--- src/design/ccma_pkg.sv ---
`default_nettype none
package ccma_pkg;

	// Set size limit and derived widths
	localparam int MAX_PARTICLES = 16384;
	localparam int CNT_W = $clog2(MAX_PARTICLES + 1);
	localparam int SUM_W = 40;
	localparam int ACC_W = 64;
	localparam int CFG_W = 24;
	localparam int REG_IDX_W = 3;
	localparam int QDEPTH = 2;
	localparam int QPTR_W = $clog2(QDEPTH);
	localparam int QFILL_W = $clog2(QDEPTH + 1);
	localparam int ROT_STEPS = 24;
	localparam int STEP_W = $clog2(ROT_STEPS);
	localparam int WK_W = 4;

	// Register indexes
	localparam logic [REG_IDX_W-1:0] REG_MODE = 3'd0;
	localparam logic [REG_IDX_W-1:0] REG_CX = 3'd1;
	localparam logic [REG_IDX_W-1:0] REG_CY = 3'd2;
	localparam logic [REG_IDX_W-1:0] REG_CZ = 3'd3;
	localparam logic [REG_IDX_W-1:0] REG_QW = 3'd4;
	localparam logic [REG_IDX_W-1:0] REG_QX = 3'd5;
	localparam logic [REG_IDX_W-1:0] REG_QY = 3'd6;
	localparam logic [REG_IDX_W-1:0] REG_QZ = 3'd7;

	localparam logic signed [17:0] QUAT_W_RESET = 18'sd65536;

	// Rotation work register slots
	localparam logic [WK_W-1:0] W_V0 = 4'd0;
	localparam logic [WK_W-1:0] W_V1 = 4'd1;
	localparam logic [WK_W-1:0] W_V2 = 4'd2;
	localparam logic [WK_W-1:0] W_A0 = 4'd3;
	localparam logic [WK_W-1:0] W_A1 = 4'd4;
	localparam logic [WK_W-1:0] W_A2 = 4'd5;
	localparam logic [WK_W-1:0] W_B0 = 4'd6;
	localparam logic [WK_W-1:0] W_B1 = 4'd7;
	localparam logic [WK_W-1:0] W_B2 = 4'd8;

	typedef struct packed {
		logic signed [23:0] pos_x;
		logic signed [23:0] pos_y;
		logic signed [23:0] pos_z;
		logic signed [23:0] ref_x;
		logic signed [23:0] ref_y;
		logic signed [23:0] ref_z;
		logic               last_particle;
	} item_t;

	typedef struct packed {
		logic signed [63:0] m00;
		logic signed [63:0] m01;
		logic signed [63:0] m02;
		logic signed [63:0] m10;
		logic signed [63:0] m11;
		logic signed [63:0] m12;
		logic signed [63:0] m20;
		logic signed [63:0] m21;
		logic signed [63:0] m22;
		logic signed [23:0] mean_x;
		logic signed [23:0] mean_y;
		logic signed [23:0] mean_z;
	} result_t;

	typedef struct packed {
		logic [1:0]         mode_flags;
		logic signed [23:0] center_x;
		logic signed [23:0] center_y;
		logic signed [23:0] center_z;
		logic signed [17:0] quat_w;
		logic signed [17:0] quat_x;
		logic signed [17:0] quat_y;
		logic signed [17:0] quat_z;
	} cfg_t;

	typedef struct packed {
		logic  valid;
		item_t item;
	} qhead_t;

	typedef enum logic [3:0] {
		ST_IDLE, ST_ACC, ST_FIN, ST_DIV, ST_CEN, ST_LDC, ST_ROT, ST_STC, ST_DONE
	} state_t;

	typedef enum logic [1:0] {OP_LD, OP_ADD, OP_SUB} rop_t;
	typedef enum logic [1:0] {Q_W, Q_X, Q_Y, Q_Z} qsel_t;

	typedef struct packed {
		logic [WK_W-1:0] src;
		qsel_t           qsel;
		logic            mul;
		rop_t            op;
		logic            wr;
		logic [WK_W-1:0] dst;
	} uop_t;

	// Rotation sequence for one column: a = v x q + w v, b = a x q, v += 2b
	function automatic uop_t rot_uop(input logic [STEP_W-1:0] step);
		uop_t u;
		case (step)
			5'd0:  u = '{W_V1, Q_Z, 1'b1, OP_LD,  1'b0, W_A0};
			5'd1:  u = '{W_V2, Q_Y, 1'b1, OP_SUB, 1'b0, W_A0};
			5'd2:  u = '{W_V0, Q_W, 1'b1, OP_ADD, 1'b1, W_A0};
			5'd3:  u = '{W_V2, Q_X, 1'b1, OP_LD,  1'b0, W_A1};
			5'd4:  u = '{W_V0, Q_Z, 1'b1, OP_SUB, 1'b0, W_A1};
			5'd5:  u = '{W_V1, Q_W, 1'b1, OP_ADD, 1'b1, W_A1};
			5'd6:  u = '{W_V0, Q_Y, 1'b1, OP_LD,  1'b0, W_A2};
			5'd7:  u = '{W_V1, Q_X, 1'b1, OP_SUB, 1'b0, W_A2};
			5'd8:  u = '{W_V2, Q_W, 1'b1, OP_ADD, 1'b1, W_A2};
			5'd9:  u = '{W_A1, Q_Z, 1'b1, OP_LD,  1'b0, W_B0};
			5'd10: u = '{W_A2, Q_Y, 1'b1, OP_SUB, 1'b1, W_B0};
			5'd11: u = '{W_A2, Q_X, 1'b1, OP_LD,  1'b0, W_B1};
			5'd12: u = '{W_A0, Q_Z, 1'b1, OP_SUB, 1'b1, W_B1};
			5'd13: u = '{W_A0, Q_Y, 1'b1, OP_LD,  1'b0, W_B2};
			5'd14: u = '{W_A1, Q_X, 1'b1, OP_SUB, 1'b1, W_B2};
			5'd15: u = '{W_V0, Q_W, 1'b0, OP_LD,  1'b0, W_V0};
			5'd16: u = '{W_B0, Q_W, 1'b0, OP_ADD, 1'b0, W_V0};
			5'd17: u = '{W_B0, Q_W, 1'b0, OP_ADD, 1'b1, W_V0};
			5'd18: u = '{W_V1, Q_W, 1'b0, OP_LD,  1'b0, W_V1};
			5'd19: u = '{W_B1, Q_W, 1'b0, OP_ADD, 1'b0, W_V1};
			5'd20: u = '{W_B1, Q_W, 1'b0, OP_ADD, 1'b1, W_V1};
			5'd21: u = '{W_V2, Q_W, 1'b0, OP_LD,  1'b0, W_V2};
			5'd22: u = '{W_B2, Q_W, 1'b0, OP_ADD, 1'b0, W_V2};
			5'd23: u = '{W_B2, Q_W, 1'b0, OP_ADD, 1'b1, W_V2};
			default: u = '{W_V0, Q_W, 1'b0, OP_LD, 1'b0, W_V0};
		endcase
		return u;
	endfunction

	function automatic logic signed [63:0] add_sat64(input logic signed [63:0] a,
			input logic signed [63:0] b);
		logic signed [64:0] s;
		s = 65'(a) + 65'(b);
		if (s[64] != s[63]) return s[64] ? {1'b1, 63'd0} : {1'b0, {63{1'b1}}};
		return s[63:0];
	endfunction

	function automatic logic signed [63:0] sub_sat64(input logic signed [63:0] a,
			input logic signed [63:0] b);
		logic signed [64:0] s;
		s = 65'(a) - 65'(b);
		if (s[64] != s[63]) return s[64] ? {1'b1, 63'd0} : {1'b0, {63{1'b1}}};
		return s[63:0];
	endfunction

	function automatic logic signed [SUM_W-1:0] add_sat40(input logic signed [SUM_W-1:0] a,
			input logic signed [23:0] b);
		logic signed [SUM_W:0] s;
		s = (SUM_W+1)'(a) + (SUM_W+1)'(b);
		if (s[SUM_W] != s[SUM_W-1])
			return s[SUM_W] ? {1'b1, {(SUM_W-1){1'b0}}} : {1'b0, {(SUM_W-1){1'b1}}};
		return s[SUM_W-1:0];
	endfunction

endpackage
`default_nettype wire

--- src/design/ccma_front.sv ---
`default_nettype none
module ccma_front import ccma_pkg::*; (
	input  logic   clk,
	input  logic   arst_n,
	input  logic   start,
	output logic   busy,
	input  item_t  item,
	input  logic   pop,
	output qhead_t head
);

	item_t               mem_q [QDEPTH];
	logic [QPTR_W-1:0]   wp_q;
	logic [QPTR_W-1:0]   rp_q;
	logic [QFILL_W-1:0]  fill_q;
	logic                push;

	// Accept a request while the queue has room
	assign busy = (fill_q == QFILL_W'(QDEPTH));
	assign push = start && !busy;
	assign head.valid = (fill_q != '0);
	assign head.item = mem_q[rp_q];

	// Advance pointers and fill level
	always_ff @(posedge clk or negedge arst_n) begin
		if (!arst_n) begin
			wp_q <= '0;
			rp_q <= '0;
			fill_q <= '0;
		end else begin
			if (push) wp_q <= wp_q + 1'b1;
			if (pop) rp_q <= rp_q + 1'b1;
			fill_q <= fill_q + QFILL_W'(push) - QFILL_W'(pop);
		end
	end

	// Store the request
	always_ff @(posedge clk) begin
		if (push) mem_q[wp_q] <= item;
	end

endmodule
`default_nettype wire

--- config.mk ---
export PLATFORM = sky130hd
export DESIGN_NAME = ccma_front
export DESIGN_NICKNAME = d
export VERILOG_FILES = /design/src/design/ccma_pkg.sv /design/src/design/ccma_front.sv
export SDC_FILE = /design/constraint.sdc
export NUM_CORES = 1
export LEC_CHECK = 0
export ABC_CLOCK_PERIOD_IN_PS = 10800
export BUFFER_PORTS_ARGS = -buffer_cell sky130_fd_sc_hd__buf_4
export CORE_MARGIN = 8
export CORE_UTILIZATION = 30
export DETAILED_ROUTE_END_ITERATION = 10
export PLACE_DENSITY = 0.59
export SYNTH_ARGS = -nofsm -noshare
export SYNTH_HDL_FRONTEND = slang
export SYNTH_SLANG_ARGS = --single-unit
--- constraint.sdc ---
create_clock -name clk -period 10.8 [get_ports clk]
set_input_delay 3.24 -clock clk [delete_from_list [all_inputs] [get_ports clk]]
set_output_delay 3.24 -clock clk [all_outputs]
set_load 0.005 [all_outputs]
==> results of run 1 <==
## registers in the layout (all words and copies together) (netlist names)
register,count
fill_q,2
mem_q,290
rp_q,1
wp_q,1
## per-stage QoR
step	utilization	cells	area (um^2)
3_3_place_gp	0.378	1214	13400
4_1_cts	0.404	1270	14300
2_1_floorplan	-	468	10700
3_5_place_dp	0.378	1214	13400
6_report	0.404	1270	14300
5_1_grt	0.404	1270	14300
## power by group through the flow
| stage | Combinational, W | Sequential (W) | Clock (W) |
|---|---|---|---|
| final | 0.00109 | 0.00164 | 0.000954 |
| after CTS | 0.00114 | 0.00165 | 0.000988 |
| after floorplan | 0.000610 | 0.00167 | 0 |
| after global placement | 0.00113 | 0.00166 | 0 |
| after detailed placement | 0.00113 | 0.00167 | 0 |
| after global routing | 0.00119 | 0.00167 | 0.00103 |
## final cells by class
class	count	area [um^2]
inverters	2	7.51
clock inverters	19	110
clock buffers	37	798
flip-flops and latches	294	8810
fillers	3238	21100
multi-input cells	156	1730
well taps	461	577
repair buffers	301	2260
## cells in the final DEF, fill, tap and decap left out
cell	n
clkinv_2	7
mux2_2	145
nand2b_1	1
bufinv_16	1
clkinv_1	10
buf_4	301
nand2_1	1
clkbuf_16	31
and3_4	1
clkinvlp_4	1
xor2_1	1
or2_2	1
ha_1	2
clkbuf_1	6
inv_1	2
nor2_4	1
xnor2_1	3
dfrtp_1	3
dfrtp_4	1
edfxtp_1	290
## worst max-delay path: cells and delay by family, from the launching register on
| kind | cells | cell delay [ns] |
|---|---|---|
| buffers and inverters | 2 | 0.86 |
| flip-flops | 1 | 0.81 |
| multiplexers | 1 | 0.43 |
## logic make-up after synthesis
| kind of cell | count (synthesis) | synth area share |
|---|---|---|
| flip-flops | 294 | 0.820 |
| AND/OR/NAND/NOR | 5 | 0.00245 |
| XOR/XNOR | 4 | 0.00326 |
| buffers and inverters | 18 | 0.0198 |
| multiplexers | 145 | 0.152 |
| adder cells (fa/ha/maj) | 2 | 0.00233 |
## routing by layer
metal  up-vias  GRT usage  share of wire
met5         -          0              0
met4         0     0.0314          0.028
met2       185      0.183           0.50
met1      2675      0.119           0.38
li1       2497          -              -
met3        40     0.0428          0.093
## path summary, 6_finish.rpt
path,startpoint,slack [ns],depth (start not counted),end
hold / removal,fill_q[1],0.51,1,fill_q[1]
max in group asynchronous,arst_n,8.20,1,rp_q
min in group asynchronous,arst_n,2.48,1,rp_q
setup / recovery,rp_q,4.80,3,head[82]
hold reg to reg,fill_q[1],0.51,1,fill_q[1]
setup reg to reg,fill_q[1],8.06,4,mem_q[0][80]
==> impl_results.md, run 1 <==
* Run status: finished, final reports clean
* Static Leak at 5.25 nW
* Max_slew headroom at 0.346
* Predominant post-synthesis flop cell: edfxtp_1
* Required time of the critical path at around 7.6 ns
* CP arrival at 2.76 ns
* TritonCTS clock tree: yes
* Core ar. at 35,400 um^2
* Fraction of synthesized cell area taken by the top area cell type at 0.811
* Post-CTS setup-driven buffer insertion count at 0
* Total number of H-tree levels at 1
* Synth Net Count at 619
* Top Ports at 296
* Chip width at about 210 um
* Area enclosed by the die boundary at 42,100 um^2
* Async set or reset register ratio after synthesis at 0.0136
* NetSw at ~0.001 W
* Kind of capture point of the worst setup path: output port
* Peak supply drop at 0.160 mV
* Actual transition at the worst max-transition pin at roughly 1 ns
* Number of nets still failing antenna checks after routing at 0
* Overall track demand over capacity in global routing at 0.106
* Final slew viol count at 0
* Max cap viols at 0
* Detailed Routing Iterations Pass 1 at 4
* Ratio of cells with drive above 1 in the final layout at 0.606
* Number of antenna cells inserted at 0
* Area of the mapped netlist at 10,700 um^2
* Most instantiated library cell after synthesis: edfxtp_1
* Clock slew at the register clock pins of the worst setup and hold paths at approximately 0.060 ns
* Clock latency reported for the late side of the worst-skew pair at 0.56 ns
* Worst slack at placement at between 5 and 6 ns
* Number of synthesized register bits at 294
* Initial cell density of the core at 0.303
* Register share of total power at 0.446
* Fraction of the yosys area taken by sequential cells at 0.820
* Total wire length at 23,700 um
* Power density of the placed cells at 258 nW/um^2
* Synthesis warning total at 0
* # clock sinks at between 200 and 300
* Largest buffer count on any clock path at 3
* Post-synth EDFFs at 290
* Library cell appearing most often on the critical path: buf_4
* Post-detail-place hpwl at 15,900 um
* Total setup violations reported at the end of the flow at 0
* Number of cells produced by synthesis at 468
* Max stage delay cell, worst path: dfrtp_4
* Vertical extent of the die at 205 um
* Worst hold slack across all endpoints at 0.506 ns
* Clock root buffer: clkbuf_16
* Inserted Clock Buffers at 31
* Largest net degree at the start of global routing at 69
* Mean instance size in the synthesized netlist at 22.9 um^2
* Worst Path Class, Setup: reg -> out
* Largest fanout of any net on the critical path at 57
* Count of hold buffers inserted by post-cts repair at 0
* Global-route wire length before repair at approximately 35,000 um
* DRC violation total after the first TritonRoute iteration at 176
* Antenna violations before repair at 0
* Cell accounting for the most synthesized area: edfxtp_1
* Power share of the combinational group at 0.296
* Most numerous cell types in the synthesized netlist: 290 x edfxtp_1, 145 x mux2_2, 10 x clkbuf_8
* Internal at 0.00270 W
* Area contributors post-synth: edfxtp_1 81%, mux2_2 15%, clkbuf_8 1.3%, dfrtp_1 0.93%, buf_6 0.63%
* Number of failing hold endpoints at the final stage at 0
* Final Cycle Share at 0.556
* Number of DRC violations after detailed routing at 0
* Kind of path behind the tightest hold check: reg -> reg
* Via-to-Cell Ratio at between 4 and 5
* Post-route minimum period at approximately 6 ns
* Buffers on Ports at 295
* Power after layout at 0.00369 W
* Net switching share of the total power at 0.268
* Final Skew at 0.0154 ns
* Number of resized instances in the post-cts repair step at 0
* Critical path's largest stage delay at 0.81 ns
* Number of global-route vias before repair at approximately 5,900
* Routed wire length per instance at 18.6 um
* Highest clock rate at ~170 MHz
* Fin nets at about 940
* Relative contribution of the clock network to total power at 0.259
* Number of vias after detailed routing at 5,397
* Unrepaired setup endpoints after global routing: false
* Area growth, synth to finish at 33.1%
* Kind of start point of the critical path: flip-flop
* Library cells used by synthesis at 14
* Site row count at 69
* Final critical-path setup slack at between 4 and 5 ns
* Overflow after GRT at 0
* Crit-path cells: buf_4, mux2_2, buf_4
* Final GP Congestion at 0.674
* Sum of negative setup slack at 0 ns
(Power assumes the default switching activity.)
==> inputs of run 2 (changes only) <==
Settings changed: ABC_CLOCK_PERIOD_IN_PS 10800 to 5350, PLACE_DENSITY 0.59 to 0.61.
Clock period 10.8 ns to 5.35 ns, I/O delays scaled along.
==> run 2 against run 1 <==
  * Utilization grew 0.13 points
  * Global-route usage is essentially flat
  * Sequential cell count is the same
  * First-iteration DRC count grew 38%
  * Final cell count shrank 0.31%
==> impl_results.md, run 2 (synthesized netlist as in run 1, its figures left out) <==
* R2R depth at 3 (was 4)
* Clock root buffer: clkbuf_16 (unchanged)
* Max cap viols at 0 (unchanged)
* Area growth, synth to finish at 33.5% (was 33.1%)
* Reg-to-Reg End: mem_q[1][60] (was mem_q[0][80])
* Met1 Use GR at 0.119 (about the same)
* Antenna violations before repair at 0 (unchanged)
* Largest buffer count on any clock path at 3 (unchanged)
* Flop-to-flop setup slack at 3.20 ns (was 8.06 ns)
* Total number of H-tree levels at 1 (unchanged)
* Inserted Clock Buffers at 31 (unchanged)
* Sum of negative setup slack at 0 ns (unchanged)
* Post-detail-place hpwl at 16,500 um (was 15,900 um)
* Number of global-route vias before repair at 5,931 (was 5,918)
* Chip width at 205 um (unchanged)
* Detailed Routing Iterations Pass 1 at 4 (unchanged)
* Global-route wire length before repair at 34,800 um (was 34,500 um)
* Actual transition at the worst max-transition pin at 0.981 ns (about the same)
* Largest registers ranked by flip-flop count: mem_q (290), fill_q (2) (unchanged)
* Site row count at 69 (unchanged)
* Overflow after GRT at 0 (unchanged)
* Number of antenna cells inserted at 0 (unchanged)
* Post-CTS setup-driven buffer insertion count at 0 (unchanged)
* Area of combinational cells with multiple inputs at 1730 um^2 (unchanged)
* Via-to-Cell Ratio at 4.30 (was 4.25)
* Peak supply drop at 0.279 mV (was 0.160 mV)
* Top Ports at 296 (unchanged)
* Routed wire length per instance at 19.0 um (was 18.6 um)
* Kind of path behind the tightest hold check: reg -> reg (unchanged)
* Startpoint of the worst setup timing path: rp_q (unchanged)
* Clock slew at the register clock pins of the worst setup and hold paths at 0.06 ns (about the same)
* Area enclosed by the die boundary at 42,100 um^2 (unchanged)
* Highest clock rate at 257 MHz
* Max reg flops at 290 (unchanged)
* Number of vias after detailed routing at 5,440 (was 5,397)
* Relative contribution of the clock network to total power at 0.261 (was 0.259)
* Buffers on Ports at 295 (unchanged)
* Most common cell after layout, fill and taps aside: buf_4 (unchanged)
* Largest fanout of any net on the critical path at 67 (was 57)
* Ratio of cells with drive above 1 in the final layout at 0.607 (was 0.606)
* # clock sinks at 294 (unchanged)
* End point of the critical path: head[22] (was head[82])
* Final instance count without filler cells at 1,266 (was 1,270)
* Cell count after placement at 1,215 (was 1,214)
* Required time of the critical path at 3.74 ns (was 7.56 ns)
* Vertical extent of the die at 205 um (unchanged)
* Number of nets still failing antenna checks after routing at 0 (unchanged)
* Sequential cell area in the final layout at 8810 um^2 (unchanged)
* NetSw at 0.00199 W (was 0.000989 W)
* Worst hold slack across all endpoints at 0.496 ns (was 0.506 ns)
* Max_slew headroom at 0.346 (about the same)
* Largest net degree at the start of global routing at 79 (was 69)
* Overall track demand over capacity in global routing at 0.106 (about the same)
* Worst Path Class, Setup: reg -> out (unchanged)
* Clock latency reported for the late side of the worst-skew pair at 0.54 ns (was 0.56 ns)
* Number of resized instances in the post-cts repair step at 0 (unchanged)
* Net switching share of the total power at 0.265 (was 0.268)
* Power share of the combinational group at 0.298 (was 0.296)
* Critical path's largest stage delay at 0.72 ns (was 0.81 ns)
* Filler Cells Inserted at 3,245 (was 3,238)
* Commonest cells after routing, fill and taps aside: 299 x buf_4, 290 x edfxtp_1, 145 x mux2_2 (was 301 x buf_4, 290 x edfxtp_1, 145 x mux2_2)
* Met3 track demand over resource at 0.0372 (was 0.0428)
* Unrepaired setup endpoints after global routing: false (unchanged)
* Number of DRC violations after detailed routing at 0 (unchanged)
* Fin nets at 938 (was 937)
* Crit-path cells: buf_12, mux2_2, buf_4 (was buf_4, mux2_2, buf_4)
* Register share of total power at 0.441 (was 0.446)
* DRC violation total after the first TritonRoute iteration at 243 (was 176)
* Beginning of the worst register-to-register path: fill_q[1] (unchanged)
* TritonCTS clock tree: yes (unchanged)
* Final slew viol count at 0 (unchanged)
* Number of failing hold endpoints at the final stage at 0 (unchanged)
* Global-route met2 utilization at 0.186 (was 0.183)
* Final Cycle Share at 0.727
* Static Leak at 5.27 nW (was 5.25 nW)
* Final Skew at 0.00434 ns (was 0.0154 ns)
* Total setup violations reported at the end of the flow at 0 (unchanged)
* CP arrival at 2.29 ns (was 2.76 ns)
* Count of hold buffers inserted by post-cts repair at 0 (unchanged)
* Core ar. at 35,400 um^2 (unchanged)
* Kind of capture point of the worst setup path: output port (unchanged)
* Max stage delay cell, worst path: dfrtp_4 (unchanged)
* Top Usage Layer GRT: met2 (unchanged)
* Largest register by flop count: mem_q (unchanged)
* Power density of the placed cells at 523 nW/um^2 (was 258 nW/um^2)
* Run status: finished, final reports clean (unchanged)
* Post-route minimum period at 3.89 ns
* Initial cell density of the core at 0.303 (unchanged)
* Final GP Congestion at 0.701 (was 0.674)
* Total wire length at 24,000 um (was 23,700 um)
* Kind of start point of the critical path: flip-flop (unchanged)
* Internal at 0.00552 W (was 0.00270 W)
==> run 2: cell types whose count changed in the layout (fill, tap and decap cells not counted) <==
cell	delta
clkinv_1	-4
bufinv_16	+1
buf_12	+3
buf_4	-2
clkbuf_1	+1
clkinv_2	-2
clkinvlp_4	-1
==> run 2: metrics by stage <==
step / cell area, um^2 / util / total power [W] / setup slack, ns
3_5_place_dp: 13400 / 0.379 / 0.00566 / 2.00
2_1_floorplan: 10700 / - / 0.00454 / 1.05
5_1_grt: 14300 / 0.405 / 0.00788 / 1.35
6_report: 14300 / 0.405 / 0.00750 / 1.46
4_1_cts: 14300 / 0.405 / 0.00766 / 1.40
3_3_place_gp: 13400 / 0.379 / 0.00563 / 1.99
==> run 2: critical path: cells and delay by family, from the launching register on <==
family                 cells  cell delay (ns)
DFF                        1             0.72
buffers and inverters      2             0.52
muxes                      1             0.41
==> run 2: final cells by class <==
class,count,area share
Clock inverter,13,0.00750
Tap cell,461,0.0402
Sequential cell,294,0.614
Timing Repair Buffer,302,0.161
Clock buffer,38,0.0559
Multi-Input combinational cell,156,0.121
Inverter,2,0.000523
==> run 2: worst min path at each step <==
| stage | endpoint | startpoint | depth (start not counted) | slack [ns] |
|---|---|---|---|---|
| floorplan | fill_q[1] | fill_q[1] | 1 | 0.46 |
| global placement | fill_q[1] | fill_q[1] | 1 | 0.48 |
| global route | fill_q[1] | fill_q[1] | 1 | 0.53 |
| detailed placement | fill_q[1] | fill_q[1] | 1 | 0.49 |
| CTS | fill_q[1] | fill_q[1] | 1 | 0.50 |
| finish | fill_q[1] | fill_q[1] | 1 | 0.50 |
==> run 2: power groups by stage <==
| stage | registers (W) | clock network [W] | logic [W] |
|---|---|---|---|
| after floorplan | 0.00330 | 0 | 0.00124 |
| after global placement | 0.00335 | 0 | 0.00228 |
| after detailed placement | 0.00336 | 0 | 0.00230 |
| after CTS | 0.00332 | 0.00203 | 0.00231 |
| after global routing | 0.00336 | 0.00211 | 0.00241 |
| final | 0.00331 | 0.00196 | 0.00224 |
==> run 2: routing by layer <==
layer / part of all wire / vias to the layer above / routed length, um
met3: 0.084 / 46 / 2030
met5: 0 / - / 0
li1: - / 2489 / -
met2: 0.50 / 198 / 12100
met4: 0.035 / 0 / 836
met1: 0.38 / 2707 / 9100
==> inputs of run 3 (changes only) <==
Settings changed: ABC_CLOCK_PERIOD_IN_PS 5350 to 3900, PLACE_DENSITY 0.61 to 0.59.
Clock period 5.35 ns to 3.9 ns, I/O delays scaled along.
==> run 3 against run 2 <==
  * Critical path depth did not move
  * First-iteration DRC count down 9.5%
  * Utilization increased by 0.15 points
  * Sequential cell count is the same
  * Global-route usage is 0.41 points higher
  * Register-to-register slack lost 1.1 ns
  * Power is 37% higher
  * Cell area is 0.38% higher
  * Die area unchanged
  * Final cell count up 0.47%
  * Largest cell class unchanged
  * Largest power group unchanged
==> impl_results.md, run 3 (synthesized netlist as in run 1, its figures left out) <==
* Number of nets still failing antenna checks after routing at 0 (unchanged)
* Max_slew headroom at 0.557 (was 0.346)
* Power after layout at 0.0103 W (was 0.00750 W)
* Post-detail-place hpwl at 16,400 um (was 16,500 um)
* Max cap viols at 0 (unchanged)
* Ratio of cells with drive above 1 in the final layout at 0.605 (was 0.607)
* Run status: finished, final reports clean (unchanged)
* Total setup violations reported at the end of the flow at 0 (unchanged)
* Area growth, synth to finish at 34.0% (was 33.5%)
* Initial cell density of the core at 0.303 (unchanged)
* Site row count at 69 (unchanged)
* Top Ports at 296 (unchanged)
* Unrepaired setup endpoints after global routing: false (unchanged)
* Core ar. at 35,400 um^2 (unchanged)
* Final instance count without filler cells at 1,272 (was 1,266)
* Total number of H-tree levels at 1 (unchanged)
* Global-route wire length before repair at 36,000 um (was 34,800 um)
* Inserted Clock Buffers at 31 (unchanged)
* Clock root buffer: clkbuf_16 (unchanged)
* Antenna violations before repair at 0 (unchanged)
* Max reg flops at 290 (unchanged)
* Worst Path Class, Setup: reg -> out (unchanged)
* Post-CTS setup-driven buffer insertion count at 0 (unchanged)
* Number of antenna cells inserted at 0 (unchanged)
* Area enclosed by the die boundary at 42,100 um^2 (unchanged)
* Vertical extent of the die at 205 um (unchanged)
* Kind of path behind the tightest hold check: in -> async (was reg -> reg)
* Chip width at 205 um (unchanged)
* Overflow after GRT at 0 (unchanged)
* Post-route minimum period at 3.29 ns
* Largest net degree at the start of global routing at 110 (was 79)
* Highest clock rate at 304 MHz
* Largest register by flop count: mem_q (unchanged)
* Largest buffer count on any clock path at 3 (unchanged)
* Power density of the placed cells at 715 nW/um^2 (was 523 nW/um^2)
* Required time of the critical path at 2.73 ns (was 3.74 ns)
* Number of global-route vias before repair at 5,994 (was 5,931)
* TritonCTS clock tree: yes (unchanged)
* Clock slew at the register clock pins of the worst setup and hold paths at 0.06 ns (about the same)
* Buffers on Ports at 295 (unchanged)
* Via-to-Cell Ratio at 4.29 (was 4.30)
* Clock latency reported for the late side of the worst-skew pair at 0.56 ns (was 0.54 ns)
* Final GP Congestion at 0.669 (was 0.701)
* DRC violation total after the first TritonRoute iteration at 220 (was 243)
* Total wire length at 24,200 um (was 24,000 um)
* Largest registers ranked by flip-flop count: mem_q (290), fill_q (2) (unchanged)
* Peak supply drop at 0.488 mV (was 0.279 mV)
* Number of failing hold endpoints at the final stage at 0 (unchanged)
* Commonest cells after routing, fill and taps aside: 299 x buf_4, 290 x edfxtp_1, 145 x mux2_2 (unchanged)
* Kind of start point of the critical path: flip-flop (unchanged)
* Number of resized instances in the post-cts repair step at 0 (unchanged)
* Detailed Routing Iterations Pass 1 at 4 (unchanged)
* Count of hold buffers inserted by post-cts repair at 0 (unchanged)
* Worst hold slack across all endpoints at 0.397 ns (was 0.496 ns)
* Number of vias after detailed routing at 5,461 (was 5,440)
* Final cell utilization of the core at 0.407 (was 0.405)
* Actual transition at the worst max-transition pin at 0.665 ns (was 0.981 ns)
* Final Cycle Share at 0.844
* Cell count after placement at 1,218 (was 1,215)
* CP arrival at 2.12 ns (was 2.29 ns)
* Final Skew at 0.0119 ns (was 0.00434 ns)
* Fin nets at 941 (was 938)
* Most common cell after layout, fill and taps aside: buf_4 (unchanged)
* Static Leak at 5.28 nW (was 5.27 nW)
* Number of DRC violations after detailed routing at 0 (unchanged)
* Largest fanout of any net on the critical path at 109 (was 67)
* Kind of capture point of the worst setup path: output port (unchanged)
* # clock sinks at 294 (unchanged)
* Sum of negative setup slack at 0 ns (unchanged)
* Overall track demand over capacity in global routing at 0.110 (was 0.106)
* Final slew viol count at 0 (unchanged)
* Routed wire length per instance at 19.0 um (about the same)
==> run 3: final cells by class <==
type                            instances  area, um^2
Sequential cell                       294        8810
Clock inverter                         19         113
Multi-Input combinational cell        156        1730
Inverter                                2        7.51
Fill cell                            3257       21000
Clock buffer                           35         791
Timing Repair Buffer                  305        2360
Tap cell                              461         577
==> run 3: critical path, stage by stage (launching register included) <==
cell and delay (ns):
dfrtp_4 0.42, buf_12 0.46, mux2_2 0.43, buf_4 0.14
==> run 3: final timing paths <==
check	from	depth (start not counted)	slack (ns)	to
min in group clk	fill_q[1]	1	0.49	fill_q[1]
max reg2reg	fill_q[0]	4	2.08	mem_q[0][142]
max	rp_q	3	0.61	head[3]
max in group asynchronous	arst_n	1	3.39	rp_q
min reg2reg	fill_q[1]	1	0.49	fill_q[1]
min	arst_n	1	0.40	rp_q
==> run 3: where the power goes <==
part / switching, W / total, W / internal [W]
registers: 0.000143 / 0.00446 / 0.00431
logic: 0.00148 / 0.00320 / 0.00172
clock network: 0.00114 / 0.00263 / 0.00150
total: 0.00276 / 0.0103 / 0.00753
==> run 3: through the flow <==
stage / setup WS, ns / instance area (um^2)
5_1_grt: 0.511 / 14400
2_1_floorplan: 0.0342 / 10700
4_1_cts: 0.562 / 14400
3_3_place_gp: 1.20 / 13500
3_5_place_dp: 1.19 / 13500
6_report: 0.609 / 14400
==> run 3: layer usage <==
layer,vias to the layer above,global-route usage,share of wire
met5,-,0,0
met1,2712,0.134,0.40
met2,194,0.181,0.48
met4,0,0.0309,0.024
met3,45,0.0439,0.093
li1,2510,-,-
